==> config.mk <==
export PLATFORM = sky130hd
export DESIGN_NAME = tmsp_max_unit
export DESIGN_NICKNAME = d
export VERILOG_FILES = /design/src/design/tmsp_pkg.sv /design/src/design/tmsp_max_unit.sv
export SDC_FILE = /design/constraint.sdc
export NUM_CORES = 1
export LEC_CHECK = 0
export ABC_AREA = 1
export BUFFER_PORTS_ARGS = -buffer_cell sky130_fd_sc_hd__buf_2
export CAP_MARGIN = 5
export CORE_MARGIN = 4
export CORE_UTILIZATION = 42
export DETAILED_ROUTE_END_ITERATION = 10
export PLACE_DENSITY = 0.69
export SYNTH_ARGS = -nofsm -noshare
export SYNTH_HDL_FRONTEND = slang
export SYNTH_SLANG_ARGS = --single-unit
==> constraint.sdc <==
create_clock -name aclk -period 2.3 [get_ports aclk]
set_input_delay 0.46 -clock aclk [delete_from_list [all_inputs] [get_ports aclk]]
set_output_delay 0.46 -clock aclk [all_outputs]
set_load 0.02 [all_outputs]
==> src/design/tmsp_pkg.sv <==
// ----------------------------------------------------------------------------
// tmsp_pkg: shared types and constants
// Field widths, stream packing and operation codes for the pointer-chase block.
// ----------------------------------------------------------------------------
`default_nettype none

package tmsp_pkg;

    localparam int NODE_W      = 10;
    localparam int SLOT_FW     = 4;
    localparam int SUM_W       = 32;
    localparam int HOP_W       = 8;
    localparam int S_USER_W    = 1;
    localparam int S_TDATA_W   = 40;
    localparam int M_TDATA_W   = 48;

    localparam logic [HOP_W-1:0] HOP_RESET = 8'd8;

    localparam logic OP_LOAD   = 1'b0;
    localparam logic OP_PACKET = 1'b1;

    typedef logic [NODE_W-1:0] node_t;
    typedef logic [SUM_W-1:0]  sum_t;
    typedef logic [HOP_W-1:0]  hop_t;

    // Control from the sequencer to the compare unit.
    typedef struct packed {
        logic en;
        logic first;
    } cmp_ctrl_t;

endpackage

`default_nettype wire

==> src/design/tmsp_max_unit.sv <==
// ----------------------------------------------------------------------------
// tmsp_max_unit: running-maximum compare unit
// Takes one row entry per cycle and keeps the largest, first one on a tie.
// ----------------------------------------------------------------------------
`default_nettype none

module tmsp_max_unit (
    input  wire logic                aclk,
    input  wire tmsp_pkg::cmp_ctrl_t ctrl,
    input  wire tmsp_pkg::node_t     data,
    output tmsp_pkg::node_t          best_next
);

    import tmsp_pkg::*;

    node_t best_reg;

    always_comb begin
        best_next = best_reg;
        if (ctrl.en && (ctrl.first || (data > best_reg))) begin
            best_next = data;
        end
    end

    always_ff @(posedge aclk) begin
        best_reg <= best_next;
    end

endmodule

`default_nettype wire

After elaboration in Yosys (flattened, before gate mapping)

Index checks and enable logic that the tools add are counted.

Register bits: 10
Word-level logic and storage cells: 5

$lt $le $gt $ge: 1
Mux-type cells: 1
Reductions and logical operators: 2

Operators by type and width:

| operator          | number |
|---|---|
| $gt 10x10->1      | 1 |
| $mux 10           | 1 |
| $logic_and 1x1->1 | 1 |
| $logic_or 1x1->1  | 1 |

Logic depth before layout (Yosys ltp)

Gate-level depths: netlist of the first run.

Depth after elaboration: 4
Depth in mapped cells: 13
Mapped depth without buffers: 13

Worst setup path before layout of the first run

OpenSTA, ideal clock, no wires.

Path type: input port to output port
Start: input port data[9]
End: output port best_next[0]
Arrival time: 1.572 ns
Required time: 1.840 ns
Slack: 0.268 ns
Cell stages on the path: 10
Path buffers: 0
Path through: ha_1 nand2_2 inv_1 a21oi_1 nand3_1 nand2_1 nand2_2 nand2_2 nand2_1 nand2_1

Longest elaborated chain between the ends: 4

Ends and longest elaborated chain:

| item              | RTL line            | text |
|---|---|---|
| from (decl)       | tmsp_max_unit.sv:10 | `input wire tmsp_pkg::node_t data,` |
| $gt 10x10->1      | tmsp_max_unit.sv:20 | `if (ctrl.en && (ctrl.first \|\| (data > best_reg))) begin` |
| $logic_or 1x1->1  | tmsp_max_unit.sv:20 |  |
| $logic_and 1x1->1 | tmsp_max_unit.sv:20 |  |
| $mux 10           | tmsp_max_unit.sv:20 |  |
| to (decl)         | tmsp_max_unit.sv:11 | `output tmsp_pkg::node_t best_next` |

Every way passes these cells.

Worst setup path after layout of the first run

Start: register best_reg[5]
End: output port best_next[3]

Longest elaborated chain between the ends: 4

Ends and longest elaborated chain:

| item                   | RTL line            | text |
|---|---|---|
| from (decl)            | tmsp_max_unit.sv:16 | `node_t best_reg;` |
| from (signal assigned) | tmsp_max_unit.sv:26 | `best_reg <= best_next;` |
| $gt 10x10->1           | tmsp_max_unit.sv:20 |  |
| $logic_or 1x1->1       | tmsp_max_unit.sv:20 |  |
| $logic_and 1x1->1      | tmsp_max_unit.sv:20 |  |
| $mux 10                | tmsp_max_unit.sv:20 |  |

Every way passes these cells.

==> flow_results.org, run 1 <==
** Timing
- Maximum clock frequency :: 0.4232 GHz
- Min Clock Period, post-route :: 2.363 ns
- Setup repair after global routing could not meet its margin everywhere.
- Setup total negative slack on the finished layout was measured at -0.3789 ns.
- Hold Vio Cnt, Final :: 0
- Worst hold slack after final layout :: 0.4704 ns
- On the final layout, the worst clock skew is 0.004865 ns.
- In the finished design, the share of the clock period the worst path needs comes to 102.7%.
- In the post-route analysis, the smallest setup slack over all paths is -0.06321 ns.
- For the pin with the worst max-slew slack, the measured transition is 0.4011 ns.
- Count of endpoints failing setup in the final report :: 11
- Final count of pins violating max slew :: 0
- Slew Limit Headroom :: between 70% and 80%

** Clocking
- Total clock sinks :: 10
- Clock latency on the worst-skew pair, taken at its later pin, is roughly 0.27 ns.
- CTS built an H-tree with a depth of 1.
- Clock tree synthesis selected as its root buffer the cell clkbuf_4.
- TritonCTS built the clock tree.
- Worst-path clk slew :: 0.06 ns
- Clock Tree Buf Depth :: 2
- Number of buffers inserted during clock tree synthesis :: 3
- Post-CTS Hold Buffers :: 0

** Synthesis
- For this run, the number of Yosys warnings is 0.
- Number of synthesized flops with an enable pin :: 0
- Area leader, netlist :: dfxtp_1
- Sequential elements use a little under a third of the synthesized area.
- Async SR Flop Fraction :: 0%
- Largest cells by area after synthesis :: dfxtp_1, nand2_1, ha_1
- Number of flip-flops and latches in the synthesized netlist :: 10
- nand2_1 is the most common cell in the netlist.
- The mapped netlist covers 656.9 µm².
- Yosys mapped the design onto 11 distinct sky130hd cell types.
- Fraction of synthesized cell area taken by the top area cell type :: between 30% and 40%
- In the synthesized netlist the dominant register cell turns out to be dfxtp_1.
- The cell count after synthesis came out at 95.
- Synth Area per Inst :: 6.915 µm²
- The number of nets handed over by synthesis was 118.
- After synthesis, the most frequently instantiated cells are nand2_1, inv_1, nand3_1.

** Layout
- Flip-flop count of the largest register, all copies and words added :: 10
- The net count of the finished layout is 154.
- Of the cells placed in the final design, the portion with a size suffix greater than 1 is between 60% and 70%.
- Area growth from synthesis to layout :: 80.00%
- The number of antenna diodes in the final layout is 0.
- The count of cells in the finished layout, fillers not included, comes to 145.

** Worst setup path
- Together, buffers and inverters on the worst path number 3.
- Crit Path Category :: flip-flop to output port
- STA puts the critical path data required time at about 1.8 ns.
- For this run, the slowest stage of the critical path takes 0.34 ns.
- Data arrival at the endpoint of the critical path :: between 1.5 and 2 ns
- Crit Path Max Fanout :: 5
- STA classifies the critical path startpoint as a flip-flop.
- The signal on the critical path passes through inv_2 -> ha_4 -> nand2_4 -> inv_2 -> nand2_1 -> nand2_1 -> nand2_2 -> nand3_2 -> nand2_2 -> nand2_4 -> nand2_4 -> nand2_1 -> nand2_4 -> buf_6.
- CP top delay family :: simple AND/OR/NAND/NOR gates
- STA classifies the critical path endpoint as an output port.
- The worst register-to-register path has a setup slack of -0.03 ns.
- Most repeated library cell on the critical path :: nand2_4
- Highest-delay cell along the critical path :: dfxtp_2

** Route
- Vias per std cell :: 5.007
- After the first detailed-routing iteration, the DRC count stood at 5.
- Total wire length :: around 2000 µm
- Antenna-violating nets left :: 0
- DRC viols :: 0
- For this run, the detailed router's first-pass iteration total came to 4.
- Average wire per cell in the routed design :: 13.99 µm
- Via count :: about 730

** Outcome
- Run status :: finished, violations left
- Violated checks :: setup timing

** GRT
- Wire length of the first global-routing pass :: 3111 µm
- Leftover overflow at the end of global routing :: 0
- Entering global routing, the biggest net connects 13 pins.
- Across every metal layer, demand over resource in global routing totals 20.31%.
- The number of global-route vias before repair came to 776.
- Antenna violations before repair :: 0

** Min path
- The min-delay analysis places its worst path in the category input port to flip-flop.

** Floorplanning
- Die area :: between 2000 and 2500 µm²
- Count of boundary I/O pins :: 23
- Die H :: 47.55 µm
- After floorplanning, the core was sized to cover 1489 µm².
- Measured along the x axis, the die boundary spans around 48 µm.
- For this configuration, the core starts out at a cell density of 44.12%.
- Row generation in the floorplan step produced 14 rows.

** Power
- Relative contribution of combinational cells to total power :: around 61%
- Fraction of power spent switching nets :: around two fifths
- For this design the ratio of total power to cell area is 785.3 nW/µm².
- Summed over all nets, the switching power comes to about 380 µW.
- Internal power :: between 500 and 600 µW
- The clock network burns approximately 13% of the power.
- Power share of the sequential group :: 26.2%
- For this design the static power due to leakage is between 0.5 and 0.6 nW.
- VDD IR-drop max :: 0.0005933 V

** Job
- Across the run, the number of max-cap violations was 0.

** Placed design
- In this run, placement finished with an instance count of 134.
- Routability-driven placement finished with a final weighted congestion of 0.7915.
- Count of buffers from port buffering :: 22
- Setup WS pre-CTS :: -0.04553 ns
- Detailed placement finished with a half-perimeter wire length of 1050 µm.
==> power by group through the flow <==
stage / sequential (mW) / clock, mW / combinational, mW
after CTS: 0.241 / 0.123 / 0.511
after global routing: 0.247 / 0.133 / 0.611
after detailed placement: 0.235 / 0 / 0.308
after global placement: 0.235 / 0 / 0.301
final: 0.243 / 0.119 / 0.566
after floorplan: 0.231 / 0 / 0.222
==> stage by stage <==
step	util (%)	power [mW]	instance area, µm²
6_report	79.41	0.9286	1182
5_1_grt	79.41	0.9904	1182
4_1_cts	76.22	0.8755	1135
3_5_place_dp	52.86	0.5426	787.0
3_3_place_gp	52.86	0.5363	787.0
2_1_floorplan	-	0.4532	656.9
==> area by class of cell <==
cell class,instances,area [µm²]
fillers,101,306.5
flip-flops and latches,10,210.2
repair buffers,32,259.0
multi-input cells,66,603.1
inverters,18,67.56
well taps,16,20.02
clock buffers,3,22.52
==> tightest hold or removal path, delay by kind of cell <==
family        cells  cell delay [ns]
simple gates      2             0.14
buf+inv           1             0.10
==> repair_timing <==
item,CTS,global route
gates resized for setup,71,9
pin swaps,24,7
setup buffers,6,1
setup endpoints to repair,10,11
endpoints found under the hold margin,0,0
gates cloned,1,0
==> cell families (layout without fill, tap and decap cells) <==
kind of cell	after synthesis	count (layout)	share of synthesized area, %
and+or+nand+nor	53	54	35.24
buffers and inverters	20	53	13.71
adders and majority gates	10	10	19.05
DFF	10	10	30.48
AOI/OAI and AO/OA	2	2	1.524
==> final timing paths <==
path          startpoint      endpoint  cells after the start
max          best_reg[5]  best_next[3]                     14
min              data[0]   best_reg[0]                      3
max reg2reg  best_reg[5]   best_reg[3]                     19
min reg2reg  best_reg[6]   best_reg[6]                      2
==> per-layer routing <==
metal,vias to the layer above,GRT usage (%),wire [µm]
li1,361,-,-
met1,338,17.79,747
met2,21,39.84,1115
met3,6,7.143,127
met4,0,10.22,38
met5,-,0,0
==> placed cells by master, fill, tap and decap left out <==
cell type and instances:
nand2_2 12, nand3_4 1, inv_2 8, clkbuf_4 3, inv_1 10, dfxtp_1 2
nand2_4 6, buf_4 7, nand3_2 9, nand4_1 1, dfxtp_2 8, nand2_1 21
buf_6 13, nor2_4 2, ha_1 2, a21oi_1 2, nand3_1 2, ha_4 8
buf_2 12
(Power assumes the default switching activity.)
==> run 2: changes to the inputs <==
--- a/config.mk
+++ b/config.mk
@@ -5,13 +5,11 @@
 export SDC_FILE = /design/constraint.sdc
 export NUM_CORES = 1
 export LEC_CHECK = 0
-export ABC_AREA = 1
 export BUFFER_PORTS_ARGS = -buffer_cell sky130_fd_sc_hd__buf_2
 export CAP_MARGIN = 5
 export CORE_MARGIN = 4
-export CORE_UTILIZATION = 42
+export CORE_UTILIZATION = 25
 export DETAILED_ROUTE_END_ITERATION = 10
-export PLACE_DENSITY = 0.69
 export SYNTH_ARGS = -nofsm -noshare
 export SYNTH_HDL_FRONTEND = slang
 export SYNTH_SLANG_ARGS = --single-unit
==> flow_results.org, run 2 <==
** Synthesis
- The number of cells produced by synthesis was 93 (was 95).
- The post-synthesis sequential element count was 10 (unchanged).
- The share of async-settable or async-resettable flops after synthesis came to 0% (unchanged).
- The number of flops mapped to enable cells by yosys was 0 (unchanged).
- List of most frequent post-synthesis cells :: inv_1, nand2_1 (was nand2_1, inv_1, nand3_1)
- The mean instance size in the synthesized netlist was 8.920 µm² (was 6.915 µm²).
- The sequential area share after synthesis came to 24.13% (was 30.48%).
- The number of distinct library cells after synthesis is 21 (was 11).
- The biggest area consumer among synthesized cells is dfxtp_1 (unchanged).
- The dominant synthesized flop cell is dfxtp_1 (unchanged).
- The number of nets produced by synthesis was 116 (was 118).
- The synthesized area came to 829.5 µm² (was 656.9 µm²).
- Yosys synthesis warning count :: 0 (unchanged)
- Fraction of synthesized cell area taken by the top area cell type :: 24.13% (was 30.48%)
- Largest cells by area after synthesis :: dfxtp_1, ha_1, o211ai_2 (was dfxtp_1, nand2_1, ha_1)

** Placed design
- The pre-CTS worst setup slack was -0.2346 ns (was -0.04553 ns).
- GP Congestion :: 0.7842 (was 0.7915)
- Cells after DPL :: 170 (was 134)
- The count of buffers from port buffering was 22 (unchanged).
- Post-DP HPWL :: 1854 µm (was 1050 µm)

** Floorplanning
- The number of placement rows came to 20 (was 14).
- Count of boundary I/O pins :: 23 (unchanged)
- Area of the placeable core :: 3103 µm² (was 1489 µm²)
- Die H :: 65.61 µm (was 47.55 µm)
- Die extent in x :: 65.61 µm (was 47.55 µm)
- Die area :: 4304 µm² (was 2261 µm²)
- The starting density of the core came to 26.73% (was 44.12%).

** Worst setup path
- Crit path capture type :: output port (unchanged)
- The family with the most delay on the worst path is compound AO/OA/AOI/OAI gates (was simple AND/OR/NAND/NOR gates).
- The critical path data required time was 1.84 ns (about the same).
- Capturing point of the worst reg2reg path :: best_reg[4] (was best_reg[3])
- Series of cell instances along the critical path: inv_2 -> ha_4 -> a211oi_4 -> o21bai_2 -> a211oi_4 -> buf_6 -> buf_16 -> nand3b_1 -> o211ai_4 -> buf_6 (was inv_2 -> ha_4 -> nand2_4 -> inv_2 -> nand2_1 -> nand2_1 -> nand2_2 -> nand3_2 -> nand2_2 -> nand2_4 -> nand2_4 -> nand2_1 -> nand2_4 -> buf_6).
- The reg-to-reg critical path startpoint is best_reg[7] (was best_reg[5]).
- Delay of the slowest critical-path stage :: 0.34 ns (about the same)
- Highest-delay cell along the critical path :: dfxtp_2 (unchanged)
- The path type of the worst setup path was flip-flop to output port (unchanged).
- The worst path arrival time came to 2.13 ns (was 1.90 ns).
- Crit Path Max Fanout :: 5 (unchanged)
- The category of the worst setup path launch point is a flip-flop (unchanged).
- Count of buffer and inverter cells on the critical path :: 4 (was 3)
- The depth of the most critical reg-to-reg path is 9 (was 19).
- The register-to-register path setup slack was 0.42 ns (was -0.03 ns).

** GRT
- The leftover overflow at the end of global routing was 0 (unchanged).
- Largest net degree at the start of global routing :: 13 (unchanged)
- Overall fraction of global-route tracks in use :: 14.08% (was 20.31%)
- The number of antenna violations at the first check in global routing came to 0 (unchanged).
- Wire length of the first global-routing pass :: 4733 µm (was 3111 µm)
- The number of global-route vias before repair is 1033 (was 776).

** Route
- Number of iterations in the first detailed-routing pass :: 4 (unchanged)
- Met1 routed wirelength after detailed routing :: 1249 µm (was 747 µm)
- The initial DRC count came to 20 (was 5).
- The top routing layer in use was met4 (unchanged).
- Vias per std cell :: 4.930 (was 5.007)
- The remaining number of nets flagged by the antenna check after routing came to 0 (unchanged).
- DR WL met3 :: 137 µm (was 127 µm)
- Met2 Wirelength :: 1488 µm (was 1115 µm)
- DRC viols :: 0 (unchanged)
- The final wirelength is 2933 µm (was 2029 µm).
- The count of vias placed by the detailed router came to 922 (was 726).
- Average wire per cell in the routed design :: 15.68 µm (was 13.99 µm)

** Clocking
- Clock latency of the later-clocked register in the worst-skew pair :: 0.26 ns (was 0.27 ns)
- The clock tree from TritonCTS is built (unchanged).
- H-tree levels :: 1 (unchanged)
- Clock Tree Buf Depth :: 2 (unchanged)
- Number of buffers inserted during clock tree synthesis :: 3 (unchanged)
- The clock slew at the register clock pins of the worst setup and hold paths is 0.07 ns (was 0.06 ns).
- Root cell of the clock tree :: clkbuf_4 (unchanged)
- Total clock sinks :: 10 (unchanged)

** Timing
- Post-route clock skew :: 0.005373 ns (was 0.004865 ns)
- The least setup slack across all paths after layout was -0.2903 ns (was -0.06321 ns).
- The count of pins over their slew limit was 0 (unchanged).
- The final setup violation count came to 10 (was 11).
- The shortest period the worst path allows was 2.590 ns (was 2.363 ns).
- The transition at the pin with the smallest max-transition slack was 0.5222 ns (was 0.4011 ns).
- Slew Limit Headroom :: 65.19% (was 73.26%)
- The final clock period utilization by the worst path is 112.6% (was 102.7%).
- The final hold violation count is 0 (unchanged).
- The upper clock frequency limit is 0.3861 GHz (was 0.4232 GHz).
- RSZ-0062 raised after global routing :: yes (unchanged)
- Fin Setup TNS :: -2.363 ns (was -0.3789 ns)

** Layout
- The fraction of the core area covered by cells at the end of the flow was 51.41% (was 79.41%).
- Share of cells above drive strength 1 :: 73.43% (was 68.99%)
- Most common cell after layout, fill and taps aside :: buf_4 (was nand2_1)
- The number of standard cells in the layout, taps in and fillers out was 187 (was 145).
- Number of nets at the end of the flow :: 168 (was 154)
- Most frequent cells in the layout: buf_4, buf_6, buf_2, nand2_1, nand3b_1 (was nand2_1, buf_6, nand2_2, buf_2, inv_1).
- Number of antenna diodes :: 0 (unchanged)
- The flip-flop count of the largest register, all copies and words added was 10 (unchanged).
- The synthesis-to-layout area growth is 92.31% (was 80.00%).

** Power
- The fraction of power consumed by the clock network was 5.6% (was 12.9%).
- Pleak :: 0.6813 nW (was 0.5950 nW)
- Internal power :: 1.219 mW (was 547.6 µW)
- The part of the total power dissipated in sequential elements is 16.1% (was 26.2%).
- The net switching power of the design came to 954.0 µW (was 381.0 µW).
- The net switching share of the total power was 43.89% (was 41.03%).
- Relative contribution of combinational cells to total power :: 78.3% (was 60.9%)
- VDD IR-drop max :: 0.0003982 V (was 0.0005933 V)
- The ratio of total power to cell area is 1362 nW/µm² (was 785.3 nW/µm²).

** Min path
- Launch instance of the worst min-delay path :: data[2] (was data[0])
- Worst hold path type :: input port to flip-flop (unchanged)
- The worst hold path depth came to 3 (unchanged).
- Worst Hold Endpoint :: best_reg[2] (was best_reg[0])

** Job
- The number of max-cap violations is 0 (unchanged).

** Outcome
- Run status :: finished, violations left (unchanged)
- Violated checks: setup timing (unchanged).
## run 2: how the worst max path moves through the flow
stage / slack, ns / cells after the start / startpoint / end
4_1_cts: -0.23 / 10 / best_reg[7] / best_next[3]
2_1_floorplan: 0.09 / 6 / data[5] / best_next[0]
3_5_place_dp: -0.23 / 8 / data[5] / best_next[2]
5_1_grt: -0.38 / 10 / best_reg[8] / best_next[6]
3_3_place_gp: -0.18 / 8 / data[5] / best_next[2]
6_report: -0.29 / 10 / best_reg[7] / best_next[6]
## run 2: per-stage QoR
| stage | power (mW) | instance area (µm²) | hold WS [ns] |
|---|---|---|---|
| 6_report | 2.173 | 1595 | 0.5368 |
| 5_1_grt | 2.317 | 1595 | 0.5569 |
| 4_1_cts | 1.957 | 1475 | 0.5591 |
| 3_5_place_dp | 1.211 | 1099 | 0.5331 |
| 3_3_place_gp | 1.178 | 1099 | 0.5248 |
| 2_1_floorplan | 0.9259 | 829.5 | 0.5888 |
## run 2: layer usage
| metal | GRT usage (%) | vias to the layer above |
|---|---|---|
| met5 | 0 | - |
| met3 | 2.393 | 6 |
| met1 | 16.27 | 444 |
| met4 | 6.736 | 0 |
| met2 | 24.91 | 25 |
| li1 | - | 447 |
## run 2: power by group through the flow
stage / Sequential [mW] / Clock [mW] / Combinational (mW)
2_1_floorplan: 0.325 / 0 / 0.601
3_3_place_gp: 0.339 / 0 / 0.838
3_5_place_dp: 0.342 / 0 / 0.869
4_1_cts: 0.340 / 0.126 / 1.49
5_1_grt: 0.363 / 0.130 / 1.82
6_report: 0.350 / 0.122 / 1.70
## run 2: worst min-delay path: stages
cell,delay (ns)
buf_2,0.13
nand2_2,0.08
o211ai_4,0.09
## run 2: cell families (layout without fill, tap and decap cells)
| logic type | count (synthesis) | in the layout | synth area share (%) |
|---|---|---|---|
| buffers and inverters | 17 | 67 | 7.994 |
| AND/OR/NAND/NOR | 26 | 26 | 18.25 |
| adder cells (fa/ha/maj) | 10 | 10 | 15.08 |
| AO/OA/AOI/OAI | 30 | 30 | 34.54 |
| flip-flops | 10 | 10 | 24.13 |
## run 2: what timing repair did
item | CTS | global route
resized for setup | 53 | 24
cloned | 2 | 0
pin swaps | 13 | 12
setup buffers | 12 | 1
setup endpoints to repair | 10 | 10
hold buffers | 0 | 0
## run 2: cell type report
cell class	count	area, µm²
timing repair buffer	52	447.9
sequential	10	211.5
tap	44	55.05
multi-input combinational	66	813.3
clock buffer	3	22.52
fill	283	1508
inverter	12	45.04
==> run 3: changes to the inputs <==
--- a/config.mk
+++ b/config.mk
@@ -7,7 +7,6 @@
 export LEC_CHECK = 0
 export BUFFER_PORTS_ARGS = -buffer_cell sky130_fd_sc_hd__buf_2
 export CAP_MARGIN = 5
-export CORE_MARGIN = 4
 export CORE_UTILIZATION = 25
 export DETAILED_ROUTE_END_ITERATION = 10
 export SYNTH_ARGS = -nofsm -noshare
==> flow_results.org, run 3 (synthesis gave the netlist of run 2 again) <==
** Outcome
- Run status: finished, violations left (unchanged).
- Violated checks: setup timing (unchanged).

** Power
- Power share of the sequential group :: 19.6% (was 16.1%)
- The fraction of power consumed by the clock network was 7.0% (was 5.6%).
- The peak supply drop was 0.0003088 V (was 0.0003982 V).
- The internal power summed over all cells was 1.022 mW (was 1.219 mW).
- The total power of the final layout came to 1.823 mW (was 2.173 mW).
- NetSw :: 801.1 µW (was 954.0 µW)
- Pleak :: 0.6235 nW (was 0.6813 nW)
- Power density normalized to cell area :: 1306 nW/µm² (was 1362 nW/µm²)
- The net switching share of the total power was 43.95% (was 43.89%).
- The share of power burned in combinational logic was 73.4% (was 78.3%).

** Layout
- Utilization after layout :: 44.96% (was 51.41%)
- The synthesis-to-layout area growth was 68.18% (was 92.31%).
- The number of standard cells in the layout, taps in and fillers out came to 182 (was 187).
- Most frequent cells in the layout :: buf_4, buf_6, nand2_1, buf_2 (was buf_4, buf_6, buf_2, nand2_1, nand3b_1)
- The antenna diode instance count was 0 (unchanged).
- Most common cell after layout, fill and taps aside :: buf_4 (unchanged)
- Flip-flop count of the largest register, all copies and words added :: 10 (unchanged)
- Share of cells above drive strength 1 :: 62.32% (was 73.43%)
- The final-stage net count is 163 (was 168).
- The total non-filler cell area in the finished layout was 1395 µm² (was 1595 µm²).

** Timing
- Worst hold slack after final layout :: 0.5582 ns (was 0.5368 ns)
- The shortest period the worst path allows is 2.519 ns (was 2.590 ns).
- The upper clock frequency limit came to 0.3969 GHz (was 0.3861 GHz).
- Fin Setup TNS :: -2.011 ns (was -2.363 ns)
- Hold Vio Cnt, Final :: 0 (unchanged)
- RSZ-0062 raised after global routing :: yes (unchanged)
- Slew Limit Headroom :: 73.10% (was 65.19%)
- Fin worst setup slack :: -0.2193 ns (was -0.2903 ns)
- The worst-case clock skew came to 0.002577 ns (was 0.005373 ns).
- Worst Max-Slew Pin Slew :: 0.4036 ns (was 0.5222 ns)
- Count of endpoints failing setup in the final report :: 10 (unchanged)
- The final clock period utilization by the worst path is 109.5% (was 112.6%).
- The count of pins over their slew limit was 0 (unchanged).

** Clocking
- Number of buffers inserted during clock tree synthesis :: 3 (unchanged)
- The worst-skew pair later-pin latency was 0.27 ns (was 0.26 ns).
- Clock tree from TritonCTS :: built (unchanged)
- H-tree levels :: 1 (unchanged)
- Worst-path clk slew :: 0.07 ns (about the same)
- Post-CTS Hold Buffers :: 0 (unchanged)
- The largest buffer count on any clock path came to 2 (unchanged).
- The clock sink count was 10 (unchanged).
- Root cell of the clock tree :: clkbuf_4 (unchanged)

** Worst setup path
- Minimum setup slack among reg-to-reg paths :: 0.43 ns (was 0.42 ns)
- The depth of the most critical reg-to-reg path is 10 (was 9).
- The maximum fanout along the worst path was 6 (was 5).
- Required time of the critical path :: 1.84 ns (about the same)
- The family with the most delay on the worst path is compound AO/OA/AOI/OAI gates (unchanged).
- The worst reg2reg path endpoint was best_reg[5] (was best_reg[4]).
- The reg-to-reg critical path startpoint is best_reg[4] (was best_reg[7]).
- The category of the worst setup path launch point is a flip-flop (unchanged).
- Data arrival at the endpoint of the critical path :: 2.06 ns (was 2.13 ns)
- The nature of the critical path endpoint was an output port (unchanged).
- The highest-delay cell along the critical path is o41ai_4 (was dfxtp_2).
- Count of buffer and inverter cells on the critical path :: 3 (was 4)
- The maximum single-stage delay on the critical path was 0.38 ns (was 0.34 ns).
- Crit Path Category :: flip-flop to output port (unchanged)
- Series of cell instances along the critical path :: inv_1 -> ha_4 -> nand4_4 -> o41ai_4 -> buf_4 -> a22oi_1 -> o211ai_2 -> buf_6 (was inv_2 -> ha_4 -> a211oi_4 -> o21bai_2 -> a211oi_4 -> buf_6 -> buf_16 -> nand3b_1 -> o211ai_4 -> buf_6)

** GRT
- The number of global-route vias before repair is 948 (was 1033).
- Overall fraction of global-route tracks in use :: 15.46% (was 14.08%)
- The number of antenna violations at the first check in global routing is 0 (unchanged).
- The pin count of the biggest net entering global routing is 13 (unchanged).
- The leftover overflow at the end of global routing is 0 (unchanged).
- The wire length of the first global-routing pass is 4071 µm (was 4733 µm).

** Placed design
- The weighted congestion reported at the end of routability-driven placement came to 0.7822 (was 0.7842).
- Post-DP HPWL :: 1755 µm (was 1854 µm)
- The placed instance count is 170 (unchanged).
- The pre-CTS worst setup slack was -0.2291 ns (was -0.2346 ns).
- The count of buffers from port buffering came to 22 (unchanged).
- The area of placed instances is 1099 µm² (unchanged).

** Route
- The number of vias per cell after detailed routing was 5.060 (was 4.930).
- The initial DRC count was 27 (was 20).
- Average wire per cell in the routed design :: 13.66 µm (was 15.68 µm)
- The remaining number of nets flagged by the antenna check after routing is 0 (unchanged).
- The count of vias placed by the detailed router was 921 (was 922).
- Total wire length :: 2486 µm (was 2933 µm)
- The detailed-routing iteration count for the pre-antenna-repair pass came to 4 (unchanged).
- DRC viols :: 0 (unchanged)

** Min path
- The worst hold-check path type is flip-flop to flip-flop (was input port to flip-flop).
- The endpoint of the worst hold path is best_reg[8] (was best_reg[2]).
- Launch instance of the worst min-delay path :: best_reg[8] (was data[2])
- Cells on Worst Hold Path :: 2 (was 3)

** Floorplanning
- Count of boundary I/O pins :: 23 (unchanged)
- Die H :: 59.61 µm (was 65.61 µm)
- The full die area came to 3553 µm² (was 4304 µm²).
- The number of placement rows came to 20 (unchanged).
- Area of the placeable core :: 3103 µm² (unchanged)
- The horizontal extent of the die was 59.61 µm (was 65.61 µm).
- The starting density of the core was 26.73% (unchanged).

** Job
- Max-cap viol count :: 0 (unchanged)
-- run 3: cell count changes in the layout (fill, tap and decap cells not counted), sizes merged --
cell and change:
buf -5
-- run 3: cell type report --
class                      count  area (µm²)
fill                         310        1708
inverter                      12       45.04
sequential                    10       210.2
clock buffer                   3       22.52
timing repair buffer          47       375.4
multi-input combinational     66       686.9
tap                           44       55.05
-- run 3: routing by layer --
metal / vias up / track usage, % / wire length, µm
met5: - / 0 / 0
met4: 0 / 6.977 / 40
met3: 5 / 2.402 / 117
met2: 29 / 27.61 / 1234
met1: 453 / 18.03 / 1094
li1: 434 / - / -
-- run 3: worst max-delay path by stage --
stage | startpoint | to | slack, ns | cells after the start
after floorplan | data[5] | best_next[0] | 0.09 | 6
after global routing | best_reg[4] | best_next[0] | -0.29 | 10
after CTS | best_reg[4] | best_next[0] | -0.18 | 10
final | best_reg[8] | best_next[5] | -0.22 | 8
after detailed placement | data[5] | best_next[0] | -0.23 | 8
after global placement | data[7] | best_next[2] | -0.18 | 9
-- run 3: worst min-delay path, delay by kind of cell (launching register included) --
family,cells,cell delay [ns]
flip-flops,1,0.35
AO/OA/AOI/OAI,2,0.17
-- run 3: repair_timing --
action,4_1_cts,5_1_grt
resized for setup,50,0
cloned,2,0
pin swaps,16,1
buffers inserted,4,3
setup endpoints to repair,10,10
-- run 3: power groups by stage --
stage / logic (mW) / registers [mW] / clock network, mW
2_1_floorplan: 0.601 / 0.325 / 0
3_3_place_gp: 0.835 / 0.340 / 0
3_5_place_dp: 0.863 / 0.343 / 0
4_1_cts: 1.28 / 0.357 / 0.127
5_1_grt: 1.45 / 0.365 / 0.136
6_report: 1.34 / 0.357 / 0.128
